## config.mk

```make
export PLATFORM = sky130hd
export DESIGN_NAME = sync_framed_command_parser
export DESIGN_NICKNAME = d
export VERILOG_FILES = /design/src/hw/rtl/sfcp_pkg.sv /design/src/hw/rtl/sync_framed_command_parser.sv
export VERILOG_INCLUDE_DIRS = /design/src /design/src/hw/rtl
export SDC_FILE = /design/constraint.sdc
export NUM_CORES = 1
export LEC_CHECK = 0
export BUFFER_PORTS_ARGS = -buffer_cell sky130_fd_sc_hd__buf_2
export CAP_MARGIN = 10
export CORE_MARGIN = 1
export CORE_UTILIZATION = 40
export CTS_CLUSTER_SIZE = 8
export DETAILED_ROUTE_END_ITERATION = 16
export SYNTH_ARGS = -nofsm -noshare
export SYNTH_HDL_FRONTEND = slang
export SYNTH_SLANG_ARGS = --single-unit
export TNS_END_PERCENT = 50
```

## constraint.sdc

```tcl
create_clock -name aclk -period 9.3 [get_ports aclk]
set_input_delay 1.395 -clock aclk [delete_from_list [all_inputs] [get_ports aclk]]
set_output_delay 1.395 -clock aclk [all_outputs]
set_load 0.01 [all_outputs]
```

## src/hw/rtl/sync_framed_command_parser_macros.svh

```systemverilog
// Assertion helpers used by the parser RTL.
`ifndef SYNC_FRAMED_COMMAND_PARSER_MACROS_SVH
`define SYNC_FRAMED_COMMAND_PARSER_MACROS_SVH

// Same-cycle implication, disabled while reset is held.
`define SFCP_ASSERT_NOW(label, clk, rstn, ante, cons) \
    label: assert property (@(posedge clk) disable iff (!(rstn)) (ante) |-> (cons)) \
        else $error("sfcp: same-cycle check failed");

// Next-cycle implication, disabled while reset is held.
`define SFCP_ASSERT_NEXT(label, clk, rstn, ante, cons) \
    label: assert property (@(posedge clk) disable iff (!(rstn)) (ante) |=> (cons)) \
        else $error("sfcp: next-cycle check failed");

`endif

```

## src/hw/rtl/sfcp_pkg.sv

```systemverilog
`default_nettype none

package sfcp_pkg;

    localparam int unsigned BYTE_W     = 8;
    localparam int unsigned IDX_W      = 3;
    localparam int unsigned HALF_W     = 16;
    localparam int unsigned CMP_W      = 15;
    localparam int unsigned M_DATA_W   = 64;

    localparam logic [BYTE_W-1:0] SYNC_FIRST  = 8'hA5;
    localparam logic [BYTE_W-1:0] SYNC_SECOND = 8'h5A;
    localparam logic [BYTE_W-1:0] FRAME_END   = 8'hFF;

    localparam int unsigned           PAYLOAD_LEN   = 6;
    localparam logic [IDX_W-1:0]      PAYLOAD_COUNT = 3'd6;
    localparam logic [IDX_W-1:0]      PAYLOAD_LAST  = 3'd5;

    typedef enum logic [1:0] {
        PH_HUNT  = 2'd0,
        PH_SYNC2 = 2'd1,
        PH_DATA  = 2'd2,
        PH_END   = 2'd3
    } phase_t;

    typedef logic [BYTE_W-1:0] byte_t;

endpackage

`default_nettype wire

```

## src/hw/rtl/sync_framed_command_parser.sv

```systemverilog
// Sync-framed command parser. Takes one received byte per s_ transaction,
// hunts for the sync pair A5 5A, gathers six payload bytes as plain data, and
// checks the following terminator slot: FF accepts the frame and emits one
// m_ transaction, A5 restarts the sync at its second byte, anything else drops
// the frame. The payload reads big-endian as period, prescaler and sample
// count; the result carries period-1 and prescaler-1 (both wrap at zero),
// period>>1 as a PWM compare value, and the unchecked sample count. Timing:
// one byte per clock sustained while results drain; a byte is held in the input
// register until the state update consumes it, and a frame's result is loaded
// into the output register that drives m_tvalid. The input side keeps
// accepting while a finished result waits in the output register, and only
// stalls when that register is full and a byte is waiting to be processed.
`default_nettype none
`include "sync_framed_command_parser_macros.svh"

module sync_framed_command_parser (
    input  wire  logic                              aclk,
    input  wire  logic                              aresetn,
    input  wire  logic                              s_tvalid,
    output logic                                    s_tready,
    input  wire  logic [sfcp_pkg::BYTE_W-1:0]       s_tdata,  // [7:0] rx_byte
    output logic                                    m_tvalid,
    input  wire  logic                              m_tready,
    // [15:0] timer_reload, [31:16] timer_prescale, [46:32] compare_pulse,
    // [62:47] sample_count, [63] zero
    output logic [sfcp_pkg::M_DATA_W-1:0]           m_tdata
);
    import sfcp_pkg::*;

    // Input register: holds one byte until the state update consumes it.
    logic              in_valid_reg, in_valid_next;
    byte_t             in_byte_reg;

    // Parser state.
    phase_t            phase_reg, phase_next;
    logic [IDX_W-1:0]  idx_reg, idx_next;
    byte_t             store_reg [PAYLOAD_LEN];

    // Output register.
    logic                  m_valid_reg, m_valid_next;
    logic [M_DATA_W-1:0]   m_data_reg, m_data_next;

    logic              s_accept;
    logic              out_free;
    logic              fire;
    logic              store_wr_en;
    logic [IDX_W-1:0]  idx_clamp;
    logic [IDX_W-1:0]  idx_inc;
    logic              result_load;
    logic [HALF_W-1:0] period;
    logic [HALF_W-1:0] prescale;
    logic [HALF_W-1:0] samples;

    // The output slot can take a new result when empty or draining now.
    assign out_free = !m_valid_reg || m_tready;
    assign fire     = in_valid_reg && out_free;
    assign s_tready = !in_valid_reg || out_free;
    assign s_accept = s_tvalid && s_tready;

    assign m_tvalid = m_valid_reg;
    assign m_tdata  = m_data_reg;

    // Clamp the slot pointer to the last slot; it never passes it in practice.
    assign idx_clamp = (idx_reg >= PAYLOAD_COUNT) ? PAYLOAD_LAST : idx_reg;
    assign idx_inc   = idx_clamp + 3'd1;

    assign period   = {store_reg[0], store_reg[1]};
    assign prescale = {store_reg[2], store_reg[3]};
    assign samples  = {store_reg[4], store_reg[5]};

    // Next-state logic.
    always_comb begin
        phase_next = phase_reg;
        if (fire) begin
            unique case (phase_reg)
                PH_HUNT: begin
                    if (in_byte_reg == SYNC_FIRST) phase_next = PH_SYNC2;
                end
                PH_SYNC2: begin
                    if (in_byte_reg == SYNC_SECOND)     phase_next = PH_DATA;
                    else if (in_byte_reg == SYNC_FIRST) phase_next = PH_SYNC2;
                    else                                phase_next = PH_HUNT;
                end
                PH_DATA: begin
                    if (idx_inc >= PAYLOAD_COUNT) phase_next = PH_END;
                end
                PH_END: begin
                    // Terminator slot: accept, restart sync, or drop.
                    if (in_byte_reg == SYNC_FIRST) phase_next = PH_SYNC2;
                    else                           phase_next = PH_HUNT;
                end
                default: phase_next = PH_HUNT;
            endcase
        end
    end

    // Output and datapath control.
    always_comb begin
        store_wr_en = 1'b0;
        result_load = 1'b0;
        idx_next    = idx_reg;
        if (fire) begin
            unique case (phase_reg)
                PH_DATA: begin
                    store_wr_en = 1'b1;
                    idx_next    = (idx_inc >= PAYLOAD_COUNT) ? '0 : idx_inc;
                end
                PH_END: begin
                    result_load = (in_byte_reg == FRAME_END);
                end
                default: begin
                    idx_next = idx_reg;
                end
            endcase
        end
    end

    // Result fields, packed highest field first.
    always_comb begin
        m_data_next = {1'b0, samples, period[HALF_W-1:1],
                       prescale - 16'd1, period - 16'd1};
        if (result_load)   m_valid_next = 1'b1;
        else if (m_tready) m_valid_next = 1'b0;
        else               m_valid_next = m_valid_reg;
    end

    always_comb begin
        if (s_accept)  in_valid_next = 1'b1;
        else if (fire) in_valid_next = 1'b0;
        else           in_valid_next = in_valid_reg;
    end

    // Control registers.
    always_ff @(posedge aclk) begin
        if (!aresetn) begin
            in_valid_reg <= 1'b0;
            phase_reg    <= PH_HUNT;
            idx_reg      <= '0;
            m_valid_reg  <= 1'b0;
        end else begin
            in_valid_reg <= in_valid_next;
            phase_reg    <= phase_next;
            idx_reg      <= idx_next;
            m_valid_reg  <= m_valid_next;
        end
    end

    // Payload registers: no reset needed.
    always_ff @(posedge aclk) begin
        if (s_accept) in_byte_reg <= s_tdata;
        if (store_wr_en) store_reg[idx_clamp] <= in_byte_reg;
        if (result_load) m_data_reg <= m_data_next;
    end

    // Slot pointer stays within the payload.
    `SFCP_ASSERT_NOW(a_idx_in_range, aclk, aresetn, 1'b1, idx_reg < PAYLOAD_COUNT)
    // Pointer rests at zero outside payload collection.
    `SFCP_ASSERT_NOW(a_idx_idle, aclk, aresetn, phase_reg != PH_DATA, idx_reg == '0)
    // A fresh result only follows a byte taken in the terminator slot.
    `SFCP_ASSERT_NOW(a_result_from_end, aclk, aresetn, $rose(m_valid_reg),
        $past(phase_reg) == PH_END && $past(in_byte_reg) == FRAME_END)

endmodule

`default_nettype wire

```

# Word level (Yosys, flattened, before mapping)
# Memory sizes are Yosys's and may differ from the RTL's. A register that Yosys moved wholly into a read port is not among the register bits.
# Index checks and enable logic that the tools add are counted.
word_totals:
  n_memories: 1
  ff_bits: 78
  in_bits: 12
  elab_cells: 48
  output_inout_bits: 66
  ram_bits: 48
op_classes:
  add_sub_neg: 3
  eq_ne: 8
  muxes: 17
  reduce_logical: 11
  n_lt_le_gt_ge: 2
mem_list:
  columns: ["name", "words", "word_bits", "rd", "rd_ports_with_merged_regs", "write_ports", "line_no", "text"]
  rows:
  - ["store_reg", 6, 8, 6, 2, 1, "sync_framed_command_parser.sv:37", "byte_t store_reg [PAYLOAD_LEN];"]
ops:
  columns: ["cell", "count"]
  rows:
  - ["$sub 16x1->16 const B", 2]
  - ["$eq 8x8->1 const B", 2]
  - ["$mux 1", 11]
  - ["$eq 8x7->1 const B", 1]
  - ["$pmux 2 s4", 1]
  - ["$ge 3x3->1 const B", 2]
  - ["$mux 2", 3]
  - ["$mux 3", 2]
  - ["$eq 2x2->1 const B", 2]
  - ["$ne 2x2->1 const B", 2]
  - ["$reduce_bool 2->1", 2]
  - ["$add 3x1->3 const B", 1]
  - ["$reduce_and 3->1", 1]
  - ["$eq 2x1->1 const B", 1]
  - ["$logic_and 1x1->1", 2]
  - ["$logic_not 1->1", 2]
  - ["$logic_not 2->1", 1]
  - ["$logic_or 1x1->1", 2]
  - ["$reduce_and 2->1", 1]

# Depth between registers and ports, before layout
# Gate-level depths: netlist (run 1).
depth:
  depth_word: 6
  mapped_depth: 7
  mapped_depth_nobuf: 6

# Worst setup path before layout (run 1)
# Ideal clock, no wire load.
synth_timing:
  path_type: "in2reg"
  start: "in m_tready"
  end: "reg m_data_reg[0], in the netlist m_tdata[0] (enable)"
  arrival_ns: 7.814
  n_path_buf: 0
  stages: 3
  setup_time_ns: 0.642
  t_required_ns: 8.658
  path_slack_ns: 0.843
  path_cell_list: "nand2b_1 nand3_1 nor4_1"
synth_between:
  elab_chain_len: 3
synth_lines:
  columns: ["item", "line_no", "text"]
  rows:
  - ["start: declaration", "sync_framed_command_parser.sv:23", "input wire logic m_tready,"]
  - ["$logic_or 1x1->1", "sync_framed_command_parser.sv:55", "assign out_free = !m_valid_reg || m_tready;"]
  - ["$logic_and 1x1->1", "sync_framed_command_parser.sv:56", "assign fire = in_valid_reg && out_free;"]
  - ["$mux 1", "sync_framed_command_parser.sv:102", "if (fire) begin"]
  - ["end signal: assignment", "sync_framed_command_parser.sv:152", "if (result_load) m_data_reg <= m_data_next;"]
  - ["end: declaration", "sync_framed_command_parser.sv:41", "logic [M_DATA_W-1:0] m_data_reg, m_data_next;"]
# Every way passes these cells.
# A chain may end at the register's enable or synchronous reset.

# Worst setup path in the final report (run 1)
layout_timing:
  start: "in m_tready"
  end: "out s_tready"
layout_between:
  elab_chain_len: 2
layout_lines:
  columns: ["item", "line_no", "text"]
  rows:
  - ["$logic_or 1x1->1", "sync_framed_command_parser.sv:55", null]
  - ["$logic_or 1x1->1", "sync_framed_command_parser.sv:57", "assign s_tready = !in_valid_reg || out_free;"]
  - ["end: declaration", "sync_framed_command_parser.sv:20", "output logic s_tready,"]
# Every way passes these cells.

==> metrics, run 1 <==
Die Y=roughly 110 um; drt drc=0; Seq cells post-synth=~130; critical path required time=7.91 ns; Final ANT Viol Nets=0; Clock Path Buffers=2; top post-synthesis cells by area=edfxtp_1 (78%), xor2_1 (3.8%), dfxtp_1 (3.0%), nand2_1 (1.5%), xnor2_1 (1.1%); Reg area=3710 sq um; clock tree from TritonCTS=yes; nets=375; io pins=78; Clk pwr share=0.484; Final Setup Violations=0; Core ar.=11000 sq um; Initial Utilization=0.417; status=complete, no violations; top-area cell type share of the netlist area=0.776; DIE WIDTH=109 um; routed via count=2478; area occupied by multi-input gates=853 sq um; post-CTS setup buffer count=0; Top FF cell, synth=edfxtp_1; worst-path cell chain=buf_2, nor2b_1, nand2_1, buf_2; Cell Area, Placed=about 5200 sq um; Overall Global Routing Usage=0.141; number of synthesized flops with an enable pin=around 120; Finished Cell Area=5720 sq um; Critical Path Most Common Cell=buf_2; final WL=7.78 mm; Fmax=302 MHz; crit-path max cell delay=between 0.15 and 0.2 ns; H-tree depth=4; Pleak=0.00206 uW; Worst Path Buf+Inv=2; Least-Margin Pin Slew=0.983 ns; count of cell types in the netlist=39; Port Buffers=76; cell taking the most area after synthesis=edfxtp_1; antenna violations before repair=0; share of cells above drive strength 1=0.294; highest-delay cell along the critical path=nor2b_1; CP max FO=3; CP delay by family, top=simple AND/OR/NAND/NOR gates; Syn Nets=280; Largest register FFs=63; sw frac=0.180; internal power=1010 uW; clock slew at reported path FFs=0.05 ns; Worst-Skew Late Latency=0.40 ns; Post-CTS Resized=0; Final period util=0.357; Die Area=about 12000 sq um; Worst Path Arrival=approximately 1.9 ns; DR iter-0 viols=122; Setup WS post-layout=~6.0 ns; crit path capture type=output port; Cell Pwr Density=216 nW/um^2; register area share after synthesis=0.807; DR pass1 iterations=4; Final TNS setup=0 ns; TritonCTS Buffers=17; Max-cap violations=0; DR WL/cell=~15 um; slew margin rel.=0.340; Sink Count=126; Mapped Cells=265; Post-Syn Area per Cell=17.4 sq um; Async S/R FF share, synth=0; Combinational Power Share=0.005; startpoint types=primary input; Cell Rows=38; Slew Viols, Final=0; synth warn=0; GRT overflow=0; first-pass GRT wire length=11.8 mm; routed vias/inst=between 4 and 5; DPL Wire Length=a little over 5 mm; Hold Fails Final Rpt=0; Fill cells=940; GPL Wtd Cong=0.716; crit path kind=in2out; cell area after synthesis=~4600 sq um; CTS Hold Bufs=0; CTS root buffer=clkbuf_16; sw power=between 200 and 250 uW; largest net degree at the start of global routing=54; Area Growth Syn to Fin=24.2%; Peak VDD IR=just under 0.09 mV; Hold Crit Class=reg2reg; min cycle time layout=around 3.3 ns; Setup WS pre-CTS=6.00 ns; sequential power share=0.512; Layout Skew=0.00888 ns; Antenna Cells=0; vias in the first global route=2296; unrepaired setup endpoints after global routing=false
## worst register-to-register path: stages, from the launching register on
cell,delay [ns]
edfxtp_1,0.56
nand4_1,0.21
nor4_2,0.30
buf_4,0.58
## cells in the final DEF (no fill, tap or decap), types with 3 or more instances in the layout
cell type / synthesis / final
nor4_2: 2 / 4
xor2_1: 20 / 20
buf_2: 0 / 76
xnor2_1: 6 / 6
buf_4: 1 / 4
clkbuf_1: 3 / 4
nand3_1: 6 / 6
nor4_1: 8 / 6
ha_1: 3 / 3
dfxtp_1: 7 / 7
clkinv_1: 0 / 3
nand2_1: 18 / 18
clkbuf_16: 0 / 17
nand2b_1: 3 / 3
or4_1: 5 / 5
inv_1: 8 / 8
nor2_1: 13 / 13
edfxtp_1: 119 / 119
nor3_1: 8 / 8
nor2b_1: 5 / 5
a21boi_1: 3 / 3
## Yosys cell counts, types with 3 or more instances
cell and n:
a21boi_1 3, clkbuf_1 3, dfxtp_1 7, edfxtp_1 119, ha_1 3, inv_1 8
nand2_1 18, nand2b_1 3, nand3_1 6, nor2_1 13, nor2b_1 5, nor3_1 8
nor4_1 8, or4_1 5, xnor2_1 6, xor2_1 20
## logic make-up (layout without fill, tap and decap cells)
family	Yosys count	in the layout	synth area share
other cells	1	1	0.000815
buf+inv	12	118	0.0106
simple gates	82	82	0.100
fa+ha+maj	3	3	0.00816
compound gates	15	15	0.0239
xor+xnor	26	26	0.0495
flops	126	126	0.807
## layout make-up
type	count	area share
Clock buffer	21	0.0770
Clock inverter	9	0.0168
Sequential cell	126	0.649
Tap cell	140	0.0306
Timing Repair Buffer	80	0.0718
Inverter	8	0.00525
Multi-Input combinational cell	127	0.149
## power groups by stage
stage          registers [uW]  logic (uW)  clock network [uW]
2_1_floorplan             636        2.80                   0
3_3_place_gp              642        5.45                   0
3_5_place_dp              642        5.68                   0
4_1_cts                   631        5.70                 608
5_1_grt                   631        6.34                 631
6_report                  631        5.60                 596
## through the flow
step                      cells  total power (uW)  hold slack (ns)  utilization
after floorplan             265               639            0.400            -
after detailed placement    481               648            0.411        0.470
after global placement      481               647            0.408        0.470
after CTS                   511              1240            0.425        0.518
after global routing        511              1270            0.426        0.518
final                       511              1230            0.423        0.518
## metal layers
layer  vias to the layer above  global-route usage  wire [um]
met5                         -                   0          0
met4                         0              0.0686        120
li1                       1197                   -          -
met1                      1191               0.178       3450
met3                        13              0.0496        500
met2                        77               0.215       3710
## worst paths after layout
kind / start / to / slack [ns] / cells past startpoint
worst max-delay path: m_tready / s_tready / 5.98 / 4
worst min-delay path: store_reg[4][4] / m_tdata[59] / 0.42 / 0
worst max register to register: in_byte_reg[2] / m_tdata[26] / 7.23 / 3
worst min register to register: store_reg[4][4] / m_tdata[59] / 0.42 / 0
Note: power is estimated with default switching activity, not from simulation.
==> run 2, diff against run 1 <==
clock period = 3.1 ns   (was 9.3 ns; I/O delays follow)
==> metrics, run 2 (synthesized netlist as in run 1, its figures left out) <==
H-tree depth=4 (unchanged); vias in the first global route=2356 (+2.6%); Die Y=109 um (unchanged); GRT overflow=0 (unchanged); Slew Viols, Final=0 (unchanged); slew margin rel.=0.424 (+0.0840); Worst-Skew Late Latency=0.41 ns (about the same); Fmax=475 MHz; crit path kind=reg2reg; Pleak=0.00212 uW (+2.7%); sink of the worst hold path=in_byte_reg[5]; CP max FO=7 (+4); highest-delay cell along the critical path=nor4b_1; Initial Utilization=0.417 (unchanged); antenna violations before repair=0 (unchanged); Overall Global Routing Usage=0.146 (+0.00551); Area Growth Syn to Fin=26.0%; Max-cap violations=0 (unchanged); first-pass GRT wire length=12.3 mm (+4.2%); Post-Place Cells=483 (+0.42%); routed via count=2483 (+0.20%); Worst Path Buf+Inv=1 (-1); WHS=0.236 ns (-0.187 ns); CTS Hold Bufs=0 (unchanged); crit path capture type=flip-flop; Fill cells=915 (-2.7%); Hold Fails Final Rpt=0 (unchanged); largest net degree at the start of global routing=43 (-20%); DIE WIDTH=109 um (unchanged); status=complete, no violations; commonest non-fill, non-tap cell in the layout=edfxtp_1; total power=3800 uW (+210%); CP delay by family, top=simple AND/OR/NAND/NOR gates; flop-to-flop setup slack=0.99 ns (-6.24 ns); worst r2r path cells=4 (+1); clock tree from TritonCTS=yes; min cycle time layout=2.11 ns; Layout Skew=0.0114 ns (+0.00251 ns); worst-path cell chain=nor2b_2, nand3_1, nor4b_1, buf_4; GPL Wtd Cong=0.743 (+3.9%); startpoint types=flip-flop; DR pass1 iterations=4 (unchanged); drt drc=0 (unchanged); share of cells above drive strength 1=0.309 (+0.0155); Post-CTS Resized=0 (unchanged); crit-path max cell delay=0.77 ns (+0.59 ns); critical path required time=3.22 ns (-4.69 ns); clock slew at reported path FFs=0.05 ns (about the same); nets=377 (+0.53%); Least-Margin Pin Slew=0.853 ns (-0.130 ns); hold_sp=s_tdata[5]; Hold Path Cell Cnt=1 (+1); io pins=78 (unchanged); DR iter-0 viols=111 (-9.0%); routed vias/inst=4.82 (-0.58%); DR WL/cell=15.3 um (+0.44%); Cell Rows=38 (unchanged); CTS root buffer=clkbuf_16; non-filler cells, final=515 (+0.78%); most frequent cells in the layout=edfxtp_1 (119), buf_2 (76), xor2_1 (20); Worst Path Arrival=2.22 ns (+0.30 ns); Hold Crit Class=in2reg; Final period util=0.680; Clock Path Buffers=2 (unchanged); Sink Count=126 (unchanged); TritonCTS Buffers=17 (unchanged); Core ar.=11000 sq um (unchanged); Die Area=11900 sq um (unchanged); Antenna Cells=0 (unchanged); final WL=7.87 mm (+1.2%); Final ANT Viol Nets=0 (unchanged); post-CTS setup buffer count=0 (unchanged); Peak VDD IR=0.373 mV (+330%); Reg2Reg Capture Point=store_reg[1][1]; DPL Wire Length=5.38 mm (+6.2%); unrepaired setup endpoints after global routing=false; Final Setup Violations=0 (unchanged); Port Buffers=76 (unchanged); Cell Pwr Density=656 nW/um^2 (+200%); Largest register FFs=63 (unchanged)
-- run 2: cell count changes in the layout (fill, tap and decap cells not counted), sizes merged --
cell,previous run,this run
buf,80,82
bufinv,2,3
clkbuf,21,17
clkinv,5,10
-- run 2: worst register-to-register path, cell delays in order (launching register included) --
cell and delay [ns]:
dfxtp_1 0.38, nor2b_2 0.17, nand3_1 0.22, nor4b_1 0.78, buf_4 0.28
-- run 2: how the worst max path moves through the flow --
stage / end / cells after the start
final: store_reg[1][1] / 4
after global routing: store_reg[1][1] / 4
after CTS: store_reg[1][1] / 4
after detailed placement: store_reg[1][3] / 5
after global placement: store_reg[1][0] / 5
after floorplan: m_tdata[0] / 3
-- run 2: stage by stage --
step | utilization | setup slack, ns | setup TNS (ns) | area, sq um
2_1_floorplan | - | -0.183 | -11.52 | 4640
5_1_grt | 0.526 | 0.868 | 0 | 5800
4_1_cts | 0.526 | 0.999 | 0 | 5800
3_5_place_dp | 0.473 | 0.843 | 0 | 5220
6_report | 0.526 | 0.993 | 0 | 5800
3_3_place_gp | 0.473 | 0.976 | 0 | 5220
-- run 2: layout make-up --
cell class                      instances  area, sq um  area share
Clock inverter                         15          153      0.0263
Clock buffer                           17          425      0.0734
Multi-Input combinational cell        127          876       0.151
Timing Repair Buffer                   82          425      0.0734
Inverter                                8         30.0     0.00518
Sequential cell                       126         3710       0.640
Tap cell                              140          175      0.0302
-- run 2: power breakdown --
part	internal [uW]	leakage, uW	switching (uW)
Sequential	1870	0.00113	25.8
Clock	1240	0.000280	652
Combinational	9.41	0.000706	9.13
Total	3120	0.00212	687
-- run 2: routing by layer --
| metal | wire, um | vias to the layer above | global-route usage |
|---|---|---|---|
| met5 | 0 | - | 0 |
| met4 | 112 | 0 | 0.0733 |
| met3 | 410 | 8 | 0.0538 |
| met2 | 3770 | 73 | 0.217 |
| met1 | 3580 | 1193 | 0.189 |
| li1 | - | 1209 | - |
==> run 3, diff against run 2 <==
clock period = 1.7 ns   (was 3.1 ns; I/O delays follow)
==> metrics, run 3 (synthesized netlist as in run 1, its figures left out) <==
crit-path max cell delay=0.49 ns (-0.28 ns); CTS root buffer=clkbuf_16; most frequent cells in the layout=edfxtp_1 (119), buf_2 (76), buf_4 (36); routed vias/inst=4.83 (+0.23%); Cell Rows=38 (unchanged); startpoint types=flip-flop; Die Area=11900 sq um (unchanged); crit path capture type=flip-flop; sw frac=0.187 (+0.00641); Least-Margin Pin Slew=0.506 ns (-0.346 ns); drt drc=0 (unchanged); Fmax=584 MHz (+23%); Core ar.=11000 sq um (unchanged); DR WL/cell=14.9 um (-2.6%); Final ANT Viol Nets=0 (unchanged); GRT overflow=0 (unchanged); DR pass1 iterations=5 (+1); status=finished, violations left; internal power=5660 uW (+82%); DIE WIDTH=109 um (unchanged); Largest register FFs=63 (unchanged); Final Setup Violations=1 (+1); GPL Wtd Cong=0.745 (+0.16%); Area Growth Syn to Fin=33.9%; sw power=1300 uW (+90%); critical path required time=2.01 ns (-1.21 ns); Worst Path Arrival=2.02 ns (-0.20 ns); highest-delay cell along the critical path=a2111oi_1; share of cells above drive strength 1=0.411 (+0.101); sequential power share=0.491 (-0.006); min cycle time layout=1.71 ns (-0.394 ns); Cell Pwr Density=1130 nW/um^2 (+72%); Setup WS post-layout=-0.0129 ns (-1.01 ns); commonest non-fill, non-tap cell in the layout=edfxtp_1; Pleak=0.00231 uW (+9.1%); Overall Global Routing Usage=0.149 (+0.00286); Clk pwr share=0.495 (-0.003); Worst Path Buf+Inv=0 (-1); DPL Wire Length=5.51 mm (+2.5%); Final period util=1.01 (+0.328); CP delay by family, top=compound AO/OA/AOI/OAI gates; failing checks=negative setup slack; H-tree depth=4 (unchanged); Port Buffers=76 (unchanged); Clock Path Buffers=2 (unchanged); TritonCTS Buffers=17 (unchanged); CP max FO=8 (+1); slew margin rel.=0.662 (+0.238); Combinational Power Share=0.014 (+0.009); first-pass GRT wire length=12.4 mm (+1.1%); clock tree from TritonCTS=yes; Reg area=3720 sq um (+0.10%); Max-cap violations=0 (unchanged); Peak VDD IR=0.784 mV (+110%); Slew Viols, Final=0 (unchanged); Hold Crit Class=in2reg; vias in the first global route=2479 (+5.2%); unrepaired setup endpoints after global routing=true; nets=411 (+9.0%); Die Y=109 um (unchanged); crit path kind=reg2reg; Sink Count=126 (unchanged); clock slew at reported path FFs=0.05 ns (about the same); Worst-Skew Late Latency=0.41 ns (about the same); io pins=78 (unchanged); antenna violations before repair=0 (unchanged); routed via count=2653 (+6.8%); area occupied by multi-input gates=957 sq um (+9.3%); final WL=8.17 mm (+3.8%); Layout Skew=0.00642 ns (-0.00497 ns); Antenna Cells=0 (unchanged); Final TNS setup=-0.0129 ns (-0.0129 ns); Hold Fails Final Rpt=0 (unchanged); worst-path cell chain=a21o_1, ha_1, a2111oi_1, o211ai_1, o41ai_2; DR iter-0 viols=137 (+23%); Initial Utilization=0.417 (unchanged); WHS=0.0152 ns (-0.221 ns); Fill cells=878 (-4.0%); largest net degree at the start of global routing=36 (-16%)
## run 3: cell count changes in the layout (fill, tap and decap cells not counted), moves of 3 or more
cell	previous run	this run
buf_4	6	36
clkinv_1	5	0
clkinv_2	4	7
dfxtp_1	7	4
dfxtp_2	0	3
nand3_2	0	3
nor4_1	7	0
nor4_2	2	7
## run 3: per-stage QoR
| step | worst slack [ns] | area [sq um] | power (uW) | util | instances |
|---|---|---|---|---|---|
| 2_1_floorplan | -1.43 | 4630 | 3500 | - | 265 |
| 3_3_place_gp | 0.0334 | 5470 | 3570 | 0.496 | 513 |
| 3_5_place_dp | 0.0197 | 5470 | 3580 | 0.496 | 513 |
| 4_1_cts | 0.00177 | 6070 | 7030 | 0.550 | 547 |
| 5_1_grt | -0.102 | 6170 | 7160 | 0.559 | 549 |
| 6_report | -0.0129 | 6170 | 6960 | 0.559 | 549 |
## run 3: routing by layer
| metal | track usage | share of wire | vias to the layer above |
|---|---|---|---|
| li1 | - | - | 1278 |
| met1 | 0.183 | 0.44 | 1275 |
| met2 | 0.225 | 0.48 | 77 |
| met3 | 0.0544 | 0.058 | 23 |
| met4 | 0.0886 | 0.029 | 0 |
| met5 | 0 | 0 | - |
## run 3: area by class of cell
class	instances	area share
inverter	8	0.00487
timing repair buffer	116	0.115
tap	140	0.0284
clock inverter	12	0.0193
clock buffer	20	0.0741
sequential	126	0.603
multi-input combinational	127	0.155
## run 3: worst paths after layout
kind | start | to | slack (ns) | cells past startpoint
setup / recovery | idx_reg[1] | idx_reg[2] | -0.01 | 5
hold / removal | s_tdata[0] | in_byte_reg[0] | 0.02 | 1
setup reg to reg | idx_reg[1] | idx_reg[2] | -0.01 | 5
hold reg to reg | store_reg[4][2] | m_tdata[57] | 0.41 | 0
## run 3: power by group through the flow
stage	Combinational [uW]	Sequential, uW	Clock, uW
3_3_place_gp	95.1	3480	0
6_report	97.2	3420	3450
4_1_cts	99.4	3420	3520
5_1_grt	106	3420	3640
3_5_place_dp	96.1	3480	0
2_1_floorplan	17.4	3480	0
## run 3: what timing repair did
| action | CTS | global route |
|---|---|---|
| hold buffers | 2 | 0 |
| resized for setup | 0 | 17 |
| endpoints found under the setup margin | 0 | 76 |
| setup buffers | 0 | 2 |
| hold endpoints to repair | 2 | 0 |
